--- config.mk ---
export PLATFORM = sky130hd
export DESIGN_NAME = sba_ctrl
export DESIGN_NICKNAME = d
export VERILOG_FILES = /design/src/hdl/sba_pkg.sv /design/src/hdl/sba_ctrl.sv
export SDC_FILE = /design/constraint.sdc
export NUM_CORES = 1
export LEC_CHECK = 0
export CAP_MARGIN = 20
export CORE_AREA = 2 2 39 41
export DETAILED_ROUTE_END_ITERATION = 16
export DIE_AREA = 0 0 41 43
export DONT_BUFFER_PORTS = 1
export GPL_ROUTABILITY_DRIVEN = 0
export GPL_TIMING_DRIVEN = 0
export MAX_ROUTING_LAYER = met4
export PLACE_DENSITY_LB_ADDON = 0.05
export SLEW_MARGIN = 40
export SYNTH_ARGS = -nofsm -noshare
export SYNTH_HDL_FRONTEND = slang
export SYNTH_SLANG_ARGS = --single-unit
--- constraint.sdc ---
create_clock -name clock -period 1 [get_ports clock]
set_input_delay 0.2 -clock clock [delete_from_list [all_inputs] [get_ports clock]]
set_output_delay 0.2 -clock clock [all_outputs]
set_load 0.01 [all_outputs]
--- src/hdl/sba_pkg.sv ---
// spectral band average: shared types, constants and cordic angle table
// no dependencies

package sba_pkg;

   localparam int MAX_BINS = 4096;
   localparam int CNT_W = 13;
   localparam int SUM_W = 45;
   localparam int AVG_W = 33;
   localparam int FREQ_W = 24;
   localparam int CORDIC_STEPS = 14;
   localparam int STEP_W = 4;
   localparam int DIV_STEPS = 45;
   localparam int DIV_W = 6;
   localparam logic signed [17:0] PI_Q13 = 18'sd25736;
   localparam logic signed [17:0] HALF_PI_Q13 = 18'sd12868;

   localparam logic [1:0] MODE_MAG = 2'd0;
   localparam logic [1:0] MODE_POWER = 2'd1;
   localparam logic [1:0] MODE_PHASE = 2'd2;

   localparam logic [1:0] REG_LOW = 2'd0;
   localparam logic [1:0] REG_HIGH = 2'd1;
   localparam logic [1:0] REG_MODE = 2'd2;

   typedef enum logic [2:0] {
      ST_IDLE,
      ST_CORDIC,
      ST_ACCUM,
      ST_DIVIDE,
      ST_OUTPUT
   } state_type;

   typedef struct packed {
      logic load;
      logic cordic_step;
      logic accum;
      logic div_start;
      logic div_step;
      logic out_load;
   } cmd_type;

   typedef struct packed {
      logic is_phase;
      logic cordic_done;
      logic is_last;
      logic div_done;
   } status_type;

   function automatic logic signed [17:0] atan_q13(input logic [STEP_W-1:0] i);
      case (i)
         4'd0: atan_q13 = 18'sd6434;
         4'd1: atan_q13 = 18'sd3798;
         4'd2: atan_q13 = 18'sd2007;
         4'd3: atan_q13 = 18'sd1019;
         4'd4: atan_q13 = 18'sd511;
         4'd5: atan_q13 = 18'sd256;
         4'd6: atan_q13 = 18'sd128;
         4'd7: atan_q13 = 18'sd64;
         4'd8: atan_q13 = 18'sd32;
         4'd9: atan_q13 = 18'sd16;
         4'd10: atan_q13 = 18'sd8;
         4'd11: atan_q13 = 18'sd4;
         4'd12: atan_q13 = 18'sd2;
         4'd13: atan_q13 = 18'sd1;
         default: atan_q13 = 18'sd0;
      endcase
   endfunction

endpackage

--- src/hdl/sba_ctrl.sv ---
// spectral band average: controller state machine
// depends on sba_pkg

module sba_ctrl (
   input  logic clock,
   input  logic reset,
   input  logic req_fire,
   input  logic rsp_fire,
   input  sba_pkg::status_type status,
   output sba_pkg::cmd_type cmd,
   output logic req_tready,
   output logic rsp_tvalid
);

   sba_pkg::state_type state_ff, state_in;

   always_ff @(posedge clock) begin
      if (reset) begin
         state_ff <= sba_pkg::ST_IDLE;
      end else begin
         state_ff <= state_in;
      end
   end

   always_comb begin
      state_in = state_ff;
      unique case (state_ff)
         sba_pkg::ST_IDLE: begin
            if (req_fire) begin
               state_in = sba_pkg::ST_CORDIC;
            end
         end
         sba_pkg::ST_CORDIC: begin
            if (!status.is_phase || status.cordic_done) begin
               state_in = sba_pkg::ST_ACCUM;
            end
         end
         sba_pkg::ST_ACCUM: begin
            state_in = status.is_last ? sba_pkg::ST_DIVIDE : sba_pkg::ST_IDLE;
         end
         sba_pkg::ST_DIVIDE: begin
            if (status.div_done) begin
               state_in = sba_pkg::ST_OUTPUT;
            end
         end
         sba_pkg::ST_OUTPUT: begin
            if (rsp_fire) begin
               state_in = sba_pkg::ST_IDLE;
            end
         end
         default: state_in = sba_pkg::ST_IDLE;
      endcase
   end

   always_comb begin
      cmd = '0;
      req_tready = 1'b0;
      rsp_tvalid = 1'b0;
      unique case (state_ff)
         sba_pkg::ST_IDLE: begin
            req_tready = 1'b1;
            cmd.load = req_fire;
         end
         sba_pkg::ST_CORDIC: cmd.cordic_step = status.is_phase && !status.cordic_done;
         sba_pkg::ST_ACCUM: begin
            cmd.accum = 1'b1;
            cmd.div_start = status.is_last;
         end
         sba_pkg::ST_DIVIDE: begin
            cmd.div_step = !status.div_done;
            cmd.out_load = status.div_done;
         end
         sba_pkg::ST_OUTPUT: rsp_tvalid = 1'b1;
         default: ;
      endcase
   end

endmodule

==> results.py <==
metrics = {
    "power": {
        "powerDensity_mw_per_mm2": 1334,
        "power_mw": 0.5558,
        "peakVddDrop_v": 0.0004353,
        "p_leak_nw": 0.1503,
    },
    "logic_synthesis": {
        "synth-simple-area-share": 0.5313,
        "ys_seq_area_frac": 0.3000,
        "syn_avg_cell_area_sq_um": 8.008,
        "synthAdderAreaFrac": 0,
        "netlist_area_sq_um": 200.2,
        "syn_nets": 33,
        "muxShareOfSynthArea": 0,
        "synth-xor-area-share": 0,
        "ys_warn_count": 0,
        "synth_top_family_by_area": "simple AND/OR/NAND/NOR gates",
        "synth_compound_area_frac": 0.1500,
        "synthCells": 25,
        "yosysUniqueCellTypes": 17,
        "ys_ff_latch": 3,
    },
    "placed_design": {
        "hpwl_um": 438.5,
        "io_buffers": 0,
    },
    "cells_and_area": {
        "reg.largest.list": "state_ff: 3 flops",
        "seq_area_sq_um": 71.32,
        "multi_input_area_sq_um": 230.2,
        "drive_above_1_share": 0.8333,
        "finalNetCount": 45,
        "fin_util": 0.3011,
        "area_growth_pct": 108.1,
        "antenna_cells": 0,
        "largest_register": "state_ff",
        "largest_register_ffs": 3,
        "fillers": 153,
    },
    "critical_path": {
        "slowest_delay_ns": 0.39,
        "critical-path-slowest-cell": "or3b_4",
        "cp_top_family": "simple AND/OR/NAND/NOR gates",
        "crit_buf_inv": 0,
        "crit_type": "reg2out",
        "startpoint_type": "register",
        "end_kind": "output port",
        "crit_fanout": 5,
        "arrival_ns": 1.11,
        "crit_path_cell_trace": "or3b_4 > nor2_4",
        "critPathRequiredTime_ns": 0.80,
    },
    "routing": {
        "via_count": 228,
        "wl_per_cell_um": 12.79,
        "finalWirelength_um": 665,
        "drc": 0,
        "via_per_inst": 4.385,
        "drt_iter0_drc": 0,
        "ant_nets": 0,
        "dr.pass1.iters": 1,
    },
    "sta": {
        "min_period_ns": 1.306,
        "hold_viol_final": 0,
        "slew_headroom": 0.8394,
        "setup_tns_ns": -1.867,
        "rsz0062_at_grt": "true",
        "slew_violations": 0,
        "worst_slew_pin_slew_ns": 0.2386,
        "setup_ws_ns": -0.3058,
        "fmax_ghz": 0.7658,
        "setup_violations": 11,
        "final.period_utilization": 1.306,
        "fin_worst_skew_ns": 0.0008725,
    },
    "clocking": {
        "clk_pin_slew_worst_paths_ns": 0.04,
        "htree_levels": 1,
        "clockRootBuffer": "clkbuf_4",
        "cts_max_path_buffers": 2,
        "clkSinkCount": 3,
        "cts_tree": "built",
        "insertion_delay_ns": 0.23,
        "numCtsBuffers": 3,
    },
    "outcome": {
        "violations": "setup timing",
        "status": "complete, but fails checks",
    },
    "global_routing": {
        "grt_max_degree": 8,
        "antenna_found_initial": 0,
        "first_global_vias": 246,
        "grt_overflow": 0,
        "grt_pass1_wl_mm": 1.014,
        "grt_use_total": 0.09044,
    },
    "die": {
        "die_area_sq_mm": 0.001763,
        "die_width_um": 41,
        "start_util": 0.1447,
        "ios": 16,
        "core_area_sq_mm": 0.001384,
        "fp-row-count": 14,
        "fp.dieH_um": 43,
    },
    "hold_path": {
        "min_path_type": "in2reg",
    },
    "job": {
        "drv_cap": 0,
    },
}
-- routing by layer --
metal,share of wire,global-route usage,up-vias
met5,0,-,-
li1,-,-,111
met3,0.099,0.02618,0
met2,0.53,0.1344,10
met4,0,0.08000,0
met1,0.36,0.08974,107
-- cells in the mapped netlist --
library cell | number | area, sq um
a21oi_1 | 2 | 10.01
a32o_1 | 1 | 10.01
and2_1 | 1 | 6.260
and3b_1 | 1 | 8.760
clkbuf_1 | 1 | 3.750
dfxtp_1 | 3 | 60.06
nand2_1 | 1 | 3.750
nand2b_1 | 2 | 12.51
nor2_1 | 3 | 11.26
nor2b_1 | 1 | 6.260
nor3_1 | 2 | 10.01
nor3_2 | 1 | 10.01
nor3b_1 | 2 | 15.01
nor4_1 | 1 | 6.260
o21ba_2 | 1 | 10.01
or2b_1 | 1 | 7.510
or3b_1 | 1 | 8.760
-- what timing repair did --
item,4_1_cts,5_1_grt
buffers inserted,8,0
resized for setup,21,6
pin swaps,5,5
setup endpoints to repair,11,11
hold buffers,0,0
-- final timing paths --
path | start | to | slack [ns] | cells after the start
worst max-delay path | state_ff[1] | cmd[4] | -0.31 | 2
worst min-delay path | reset | state_ff[0] | 0.02 | 1
worst max register to register | state_ff[1] | state_ff[0] | -0.24 | 3
worst min register to register | state_ff[2] | state_ff[0] | 0.49 | 1
-- through the flow --
| step | area (sq um) | setup slack [ns] | hold WS [ns] | std cells |
|---|---|---|---|---|
| finish | 416.7 | -0.3058 | 0.02067 | 52 |
| floorplan | 217.7 | -0.1092 | 0.2709 | 25 |
| detailed placement | 237.7 | -0.1761 | 0.2768 | 41 |
| CTS | 396.6 | -0.3256 | 0.01742 | 52 |
| global placement | 237.7 | -0.1763 | 0.2749 | 41 |
| global route | 416.7 | -0.3373 | 0.01298 | 52 |
-- power by group --
group | internal (mW) | total [mW] | leakage (nW) | switching [mW]
Clock | 0.150 | 0.212 | 0.0150 | 0.0621
Combinational | 0.109 | 0.192 | 0.109 | 0.0834
Sequential | 0.130 | 0.152 | 0.0267 | 0.0221
-- cell families after synthesis --
| logic type | after synthesis |
|---|---|
| flops | 3 |
| compound gates | 4 |
| simple gates | 17 |
| buf+inv | 1 |
-- cells in the final DEF, fill, tap and decap left out, drive strengths merged --
cell / Yosys / layout
a32o: 1 / 1
a21oi: 2 / 2
clkbuf: 1 / 4
nor2b: 1 / 1
dfxtp: 3 / 3
or3b: 1 / 1
nor3b: 2 / 2
nor2: 3 / 3
and2: 1 / 1
nor4: 1 / 1
nand2: 1 / 1
and3b: 1 / 1
nor3: 3 / 3
or2b: 1 / 1
o21ba: 1 / 1
nand2b: 2 / 2
buf: 0 / 8
-- area by class of cell --
class / count / area share
sequential: 3 / 0.1712
multi-input combinational: 21 / 0.5526
clock buffer: 4 / 0.06306
tap: 16 / 0.04805
timing repair buffer: 8 / 0.1652
-- worst register-to-register path, stage by stage (launching register included) --
cell and delay (ns):
dfxtp_4 0.35, or3b_4 0.39, a32o_2 0.28, nor3_2 0.14
Power figures use the tool's default switching activity.
