**src/hdl/sba_pkg.sv**
```systemverilog
// spectral band average: shared types, constants and cordic angle table
// no dependencies

package sba_pkg;

   localparam int MAX_BINS = 4096;
   localparam int CNT_W = 13;
   localparam int SUM_W = 45;
   localparam int AVG_W = 33;
   localparam int FREQ_W = 24;
   localparam int CORDIC_STEPS = 14;
   localparam int STEP_W = 4;
   localparam int DIV_STEPS = 45;
   localparam int DIV_W = 6;
   localparam logic signed [17:0] PI_Q13 = 18'sd25736;
   localparam logic signed [17:0] HALF_PI_Q13 = 18'sd12868;

   localparam logic [1:0] MODE_MAG = 2'd0;
   localparam logic [1:0] MODE_POWER = 2'd1;
   localparam logic [1:0] MODE_PHASE = 2'd2;

   localparam logic [1:0] REG_LOW = 2'd0;
   localparam logic [1:0] REG_HIGH = 2'd1;
   localparam logic [1:0] REG_MODE = 2'd2;

   typedef enum logic [2:0] {
      ST_IDLE,
      ST_CORDIC,
      ST_ACCUM,
      ST_DIVIDE,
      ST_OUTPUT
   } state_type;

   typedef struct packed {
      logic load;
      logic cordic_step;
      logic accum;
      logic div_start;
      logic div_step;
      logic out_load;
   } cmd_type;

   typedef struct packed {
      logic is_phase;
      logic cordic_done;
      logic is_last;
      logic div_done;
   } status_type;

   function automatic logic signed [17:0] atan_q13(input logic [STEP_W-1:0] i);
      case (i)
         4'd0: atan_q13 = 18'sd6434;
         4'd1: atan_q13 = 18'sd3798;
         4'd2: atan_q13 = 18'sd2007;
         4'd3: atan_q13 = 18'sd1019;
         4'd4: atan_q13 = 18'sd511;
         4'd5: atan_q13 = 18'sd256;
         4'd6: atan_q13 = 18'sd128;
         4'd7: atan_q13 = 18'sd64;
         4'd8: atan_q13 = 18'sd32;
         4'd9: atan_q13 = 18'sd16;
         4'd10: atan_q13 = 18'sd8;
         4'd11: atan_q13 = 18'sd4;
         4'd12: atan_q13 = 18'sd2;
         4'd13: atan_q13 = 18'sd1;
         default: atan_q13 = 18'sd0;
      endcase
   endfunction

endpackage

```
**src/hdl/sba_datapath.sv**
```systemverilog
// spectral band average: band test, cordic, accumulator and restoring divider
// depends on sba_pkg

module sba_datapath (
   input  logic clock,
   input  logic reset,
   input  sba_pkg::cmd_type cmd,
   output sba_pkg::status_type status,
   input  logic [23:0] band_low_freq,
   input  logic [23:0] band_high_freq,
   input  logic [1:0] average_mode,
   input  logic [23:0] bin_freq,
   input  logic [15:0] bin_value,
   input  logic signed [15:0] bin_real,
   input  logic signed [15:0] bin_imag,
   input  logic last_bin,
   output logic signed [32:0] band_average,
   output logic [12:0] bins_used
);

   logic [1:0] mode_ff;
   logic use_ff, last_ff;
   logic [15:0] value_ff;
   logic signed [15:0] re_ff, im_ff;
   logic signed [19:0] x_ff, y_ff;
   logic signed [17:0] z_ff;
   logic [sba_pkg::STEP_W-1:0] step_ff;
   logic signed [sba_pkg::SUM_W-1:0] sum_ff;
   logic [sba_pkg::CNT_W-1:0] count_ff;
   logic [sba_pkg::SUM_W-1:0] quo_ff;
   logic [sba_pkg::CNT_W:0] rem_ff;
   logic neg_ff;
   logic [sba_pkg::DIV_W-1:0] div_cnt_ff;
   logic signed [32:0] avg_ff;
   logic [12:0] used_ff;

   logic signed [19:0] x_in, y_in, xs, ys;
   logic signed [17:0] z_in, z_clamp, term_phase;
   logic signed [31:0] power;
   logic signed [sba_pkg::SUM_W-1:0] term, new_sum;
   logic [sba_pkg::CNT_W-1:0] new_count;
   logic [sba_pkg::CNT_W:0] rem_sh, rem_in;
   logic bit_in;
   logic [sba_pkg::SUM_W-1:0] mag_sum, q_neg;
   logic in_band;

   assign in_band = (band_low_freq <= bin_freq) && (bin_freq <= band_high_freq)
      && (count_ff < 13'(sba_pkg::MAX_BINS));

   assign xs = x_ff >>> step_ff;
   assign ys = y_ff >>> step_ff;

   always_comb begin
      if (y_ff > 0) begin
         x_in = x_ff + ys;
         y_in = y_ff - xs;
         z_in = z_ff + sba_pkg::atan_q13(step_ff);
      end else begin
         x_in = x_ff - ys;
         y_in = y_ff + xs;
         z_in = z_ff - sba_pkg::atan_q13(step_ff);
      end
   end

   always_comb begin
      z_clamp = z_ff;
      if (z_ff > sba_pkg::PI_Q13) z_clamp = sba_pkg::PI_Q13;
      if (z_ff < -sba_pkg::PI_Q13) z_clamp = -sba_pkg::PI_Q13;
      if (im_ff == 16'sd0) begin
         term_phase = (re_ff < 0) ? sba_pkg::PI_Q13 : 18'sd0;
      end else if (re_ff == 16'sd0) begin
         term_phase = (im_ff > 0) ? sba_pkg::HALF_PI_Q13 : -sba_pkg::HALF_PI_Q13;
      end else begin
         term_phase = z_clamp;
      end
   end

   assign power = re_ff * re_ff + im_ff * im_ff;

   always_comb begin
      case (mode_ff)
         sba_pkg::MODE_POWER: term = 45'(power) & 45'hFFFFFFFF;
         sba_pkg::MODE_PHASE: term = 45'(term_phase);
         default: term = 45'({1'b0, value_ff});
      endcase
   end

   assign new_sum = use_ff ? sum_ff + term : sum_ff;
   assign new_count = use_ff ? count_ff + 13'd1 : count_ff;
   assign mag_sum = new_sum[sba_pkg::SUM_W-1] ? 45'(-new_sum) : 45'(new_sum);

   assign rem_sh = {rem_ff[sba_pkg::CNT_W-1:0], quo_ff[sba_pkg::SUM_W-1]};
   assign bit_in = rem_sh >= {1'b0, count_ff};
   assign rem_in = bit_in ? rem_sh - {1'b0, count_ff} : rem_sh;
   assign q_neg = neg_ff ? 45'(-quo_ff) : quo_ff;

   always_ff @(posedge clock) begin
      if (cmd.load) begin
         mode_ff <= average_mode;
         use_ff <= in_band;
         last_ff <= last_bin;
         value_ff <= bin_value;
         re_ff <= bin_real;
         im_ff <= bin_imag;
         step_ff <= '0;
         if (bin_real < 0) begin
            x_ff <= -20'(bin_real);
            y_ff <= -20'(bin_imag);
            z_ff <= (bin_imag >= 0) ? sba_pkg::PI_Q13 : -sba_pkg::PI_Q13;
         end else begin
            x_ff <= 20'(bin_real);
            y_ff <= 20'(bin_imag);
            z_ff <= '0;
         end
      end else if (cmd.cordic_step) begin
         x_ff <= x_in;
         y_ff <= y_in;
         z_ff <= z_in;
         step_ff <= step_ff + 4'd1;
      end
      if (cmd.div_start) begin
         quo_ff <= mag_sum;
         rem_ff <= '0;
         neg_ff <= new_sum[sba_pkg::SUM_W-1];
         div_cnt_ff <= '0;
      end else if (cmd.div_step) begin
         quo_ff <= {quo_ff[sba_pkg::SUM_W-2:0], bit_in};
         rem_ff <= rem_in;
         div_cnt_ff <= div_cnt_ff + 6'd1;
      end
      if (cmd.out_load) begin
         avg_ff <= (count_ff == '0) ? 33'sd0 : 33'(q_neg);
         used_ff <= count_ff;
      end
   end

   always_ff @(posedge clock) begin
      if (reset) begin
         sum_ff <= '0;
         count_ff <= '0;
      end else if (cmd.out_load) begin
         sum_ff <= '0;
         count_ff <= '0;
      end else if (cmd.accum) begin
         sum_ff <= new_sum;
         count_ff <= new_count;
      end
   end

   assign status.is_phase = (mode_ff == sba_pkg::MODE_PHASE) && use_ff;
   assign status.cordic_done = step_ff == 4'(sba_pkg::CORDIC_STEPS);
   assign status.is_last = last_ff;
   assign status.div_done = div_cnt_ff == 6'(sba_pkg::DIV_STEPS);
   assign band_average = avg_ff;
   assign bins_used = used_ff;

endmodule

```
**config.mk**
```make
export PLATFORM = sky130hd
export DESIGN_NAME = sba_datapath
export DESIGN_NICKNAME = d
export VERILOG_FILES = /design/src/hdl/sba_pkg.sv /design/src/hdl/sba_datapath.sv
export SDC_FILE = /design/constraint.sdc
export NUM_CORES = 2
export LEC_CHECK = 0
export BUFFER_PORTS_ARGS = -buffer_cell sky130_fd_sc_hd__buf_4
export CAP_MARGIN = 25
export CORE_MARGIN = 4
export CORE_UTILIZATION = 55
export CTS_CLUSTER_DIAMETER = 50
export DETAILED_ROUTE_END_ITERATION = 8
export GPL_ROUTABILITY_DRIVEN = 0
export PLACE_DENSITY = 0.72
export SLEW_MARGIN = 0
export SYNTH_ARGS = -nofsm -noshare
export SYNTH_HDL_FRONTEND = slang
export SYNTH_SLANG_ARGS = --single-unit
```
**constraint.sdc**
```tcl
create_clock -name clock -period 14.86 [get_ports clock]
set_input_delay 0.743 -clock clock [delete_from_list [all_inputs] [get_ports clock]]
set_output_delay 0.743 -clock clock [all_outputs]
set_load 0.1 [all_outputs]
```
==> impl_metrics.csv <==
group,metric,value,unit
routing,vias_per_cell,5.75,
yosys,yosysWarnings,0,
placed_design,port_buffers,180,
yosys,synth-seq-cells,296,
floorplan,io_pins,181,
yosys,syn_inst,4789,
clock_tree,clock-sinks,296,
routing,drtPass1Iterations,6,
clock_tree,clk_pin_slew,60,ps
clock_tree,cts_setup_buffers,0,
routing,drc,0,
critical_path,critPathLaunchType,"register",
floorplan,fp.dieH,288,µm
floorplan,coreArea,77600,µm²
global_route,gr-usage-all-layers,27.7,%
final_layout,drive_above_1_share,9.60,%
final_layout,ff_latch_area,7950,µm²
final_layout,area_delta_synth_final,8.74,%
critical_path,cp.arrival,13840,ps
sta,max_freq,74.2,MHz
sta,setup_slack,1380,ps
critical_path,critPathKind,"reg2reg",
yosys,synth_nets,5781,
yosys,async_flop_share,0,%
clock_tree,cts_made_buffers,48,
yosys,ys.flop_type,"edfxtp_1",
placed_design,placed_cell_area,45200,µm²
critical_path,critPathSlowestCell,"clkinv_1",
yosys,syn_area,43200,µm²
placed_design,dp_slack,1540,ps
sta,relSlewSlack,32.9,%
yosys,syn_area_per_cell,9.01,µm²
critical_path,max_stage_delay,900,ps
final_layout,fillers,6752,
yosys,yosysMostFrequentCell,"inv_1",
critical_path,worstPathMaxFanout,36,
sta,finalHoldViolations,0,
yosys,synth_top_area_share,24.6,%
routing,drt_iter0_markers,2538,
yosys,synth_area_leaders,"fa_1 (25%), edfxtp_1 (14%), ha_1 (9.6%)",
sta,fin_crit,13480,ps
critical_path,cp.buffers_inverters,8,
clock_tree,clk-insertion-delay-late,610,ps
outcome,status,"complete, no violations",
final_layout,design_area,46900,µm²
yosys,synth_common_cells,"inv_1 (791), fa_1 (530), nand2_1 (422)",
sta,rsz0062_at_grt,"false",
sta,skew,36.9,ps
clock_tree,cts_root_buf,"clkbuf_16",
routing,antenna_violating_nets_post_route,0,
global_route,antenna_found_initial,6,
worst_hold_path,hold_path_class,"in2reg",
clock_tree,clock_tree.buffer_depth,3,
sta,drv_slew,0,
floorplan,die_x,288,µm
yosys,ys_types,109,
sta,finalCritPeriodShare,90.7,%
floorplan,die_area,83000,µm²
floorplan,initial_core_util,55.6,%
routing,num_vias,34100,
global_route,overflow,0,
routing,wl_per_cell,19.0,µm
clock_tree,cts_tree,"done",
critical_path,critPathTopFamily,"compound AO/OA/AOI/OAI gates",
yosys,synth_edf_count,202,
final_layout,multi_input_comb_area,31400,µm²
clock_tree,htreeDepth,2,
sta,setup_viol,0,
final_layout,nNetsFinal,5849,
sta,tightest_slew,1010,ps
clock_tree,postCtsHoldBufs,0,
global_route,grt_max_degree,82,
yosys,synth-seq-area-share,18.4,%
global_route,grt_pass1_wl,184000,µm
global_route,first_global_vias,34800,
clock_tree,cts_resized,0,
floorplan,rows,102,
critical_path,cp-end-kind,"register",
placed_design,dp_hpwl,90600,µm
run,drv_cap,0,
yosys,yosysTopAreaCell,"fa_1",
critical_path,required,15230,ps
routing,wl,113000,µm
sta,tns,0,ps
-- kinds of logic after synthesis --
kind of cell | Yosys count | share of synthesized area (%)
simple gates | 1361 | 15.5
buf+inv | 985 | 8.72
flops | 296 | 18.4
xor+xnor | 267 | 5.45
compound gates | 897 | 13.7
fa+ha+maj | 861 | 34.2
mux | 122 | 4.07
-- placed cells by master, fill, tap and decap left out, drive strengths merged, types with 39 or more instances in the layout --
| cell | count |
|---|---|
| and3 | 44 |
| mux2 | 39 |
| nor2b | 54 |
| xnor2 | 158 |
| inv | 806 |
| o21ai | 195 |
| and2 | 123 |
| mux4 | 39 |
| a21oi | 272 |
| nand4 | 40 |
| clkbuf | 51 |
| nand2 | 422 |
| a211oi | 45 |
| nor3 | 71 |
| nor2 | 329 |
| nand3 | 60 |
| o31ai | 40 |
| dfxtp | 94 |
| fa | 530 |
| a21o | 67 |
| buf | 208 |
| xor2 | 108 |
| edfxtp | 202 |
| ha | 331 |
| or3 | 42 |
| mux2i | 44 |
-- registers in the layout (all words and copies together), names as in the netlist, 2 cells and up, named ones only --
signal        cells
value_ff         16
mode_ff           2
step_ff           4
quo_ff           45
sum_ff           45
y_ff             20
bins_used        13
rem_ff           13
im_ff            16
re_ff            16
z_ff             18
band_average     33
x_ff             20
count_ff         13
div_cnt_ff        6
-- worst paths after layout --
check / endpoint / depth (start not counted) / startpoint / slack, ps
max: quo_ff[32] / 38 / re_ff[6] / 1380
min: value_ff[11] / 1 / bin_value[11] / 310
max reg2reg: quo_ff[32] / 38 / re_ff[6] / 1380
min reg2reg: sum_ff[28] / 2 / sum_ff[28] / 470
-- per-stage QoR --
step / cells / utilization [%] / hold WS [ps]
floorplan: 4789 / - / 431
global route: 5939 / 60.5 / 290
finish: 5940 / 60.5 / 310
global placement: 5845 / 58.3 / 459
detailed placement: 5846 / 58.3 / 466
CTS: 5936 / 60.4 / 275
-- layout make-up --
class / count / area share [%]
Antenna cell: 3 / 0.0160
Clock buffer: 51 / 2.63
Clock inverter: 39 / 0.877
Inverter: 795 / 6.36
Multi-Input combinational cell: 3508 / 67.0
Sequential cell: 296 / 16.9
Tap cell: 1040 / 2.77
Timing Repair Buffer: 208 / 3.40
-- per-layer routing --
layer,global-route usage [%],up-vias,share of wire [%]
met3,4.09,231,6.4
li1,-,16200,-
met2,46.9,1072,49
met5,0,-,0.024
met4,9.69,4,4.0
met1,36.5,16600,41
Power is not shown: default switching activity piles up to over one toggle a cycle in this logic, so the estimate is an artifact.
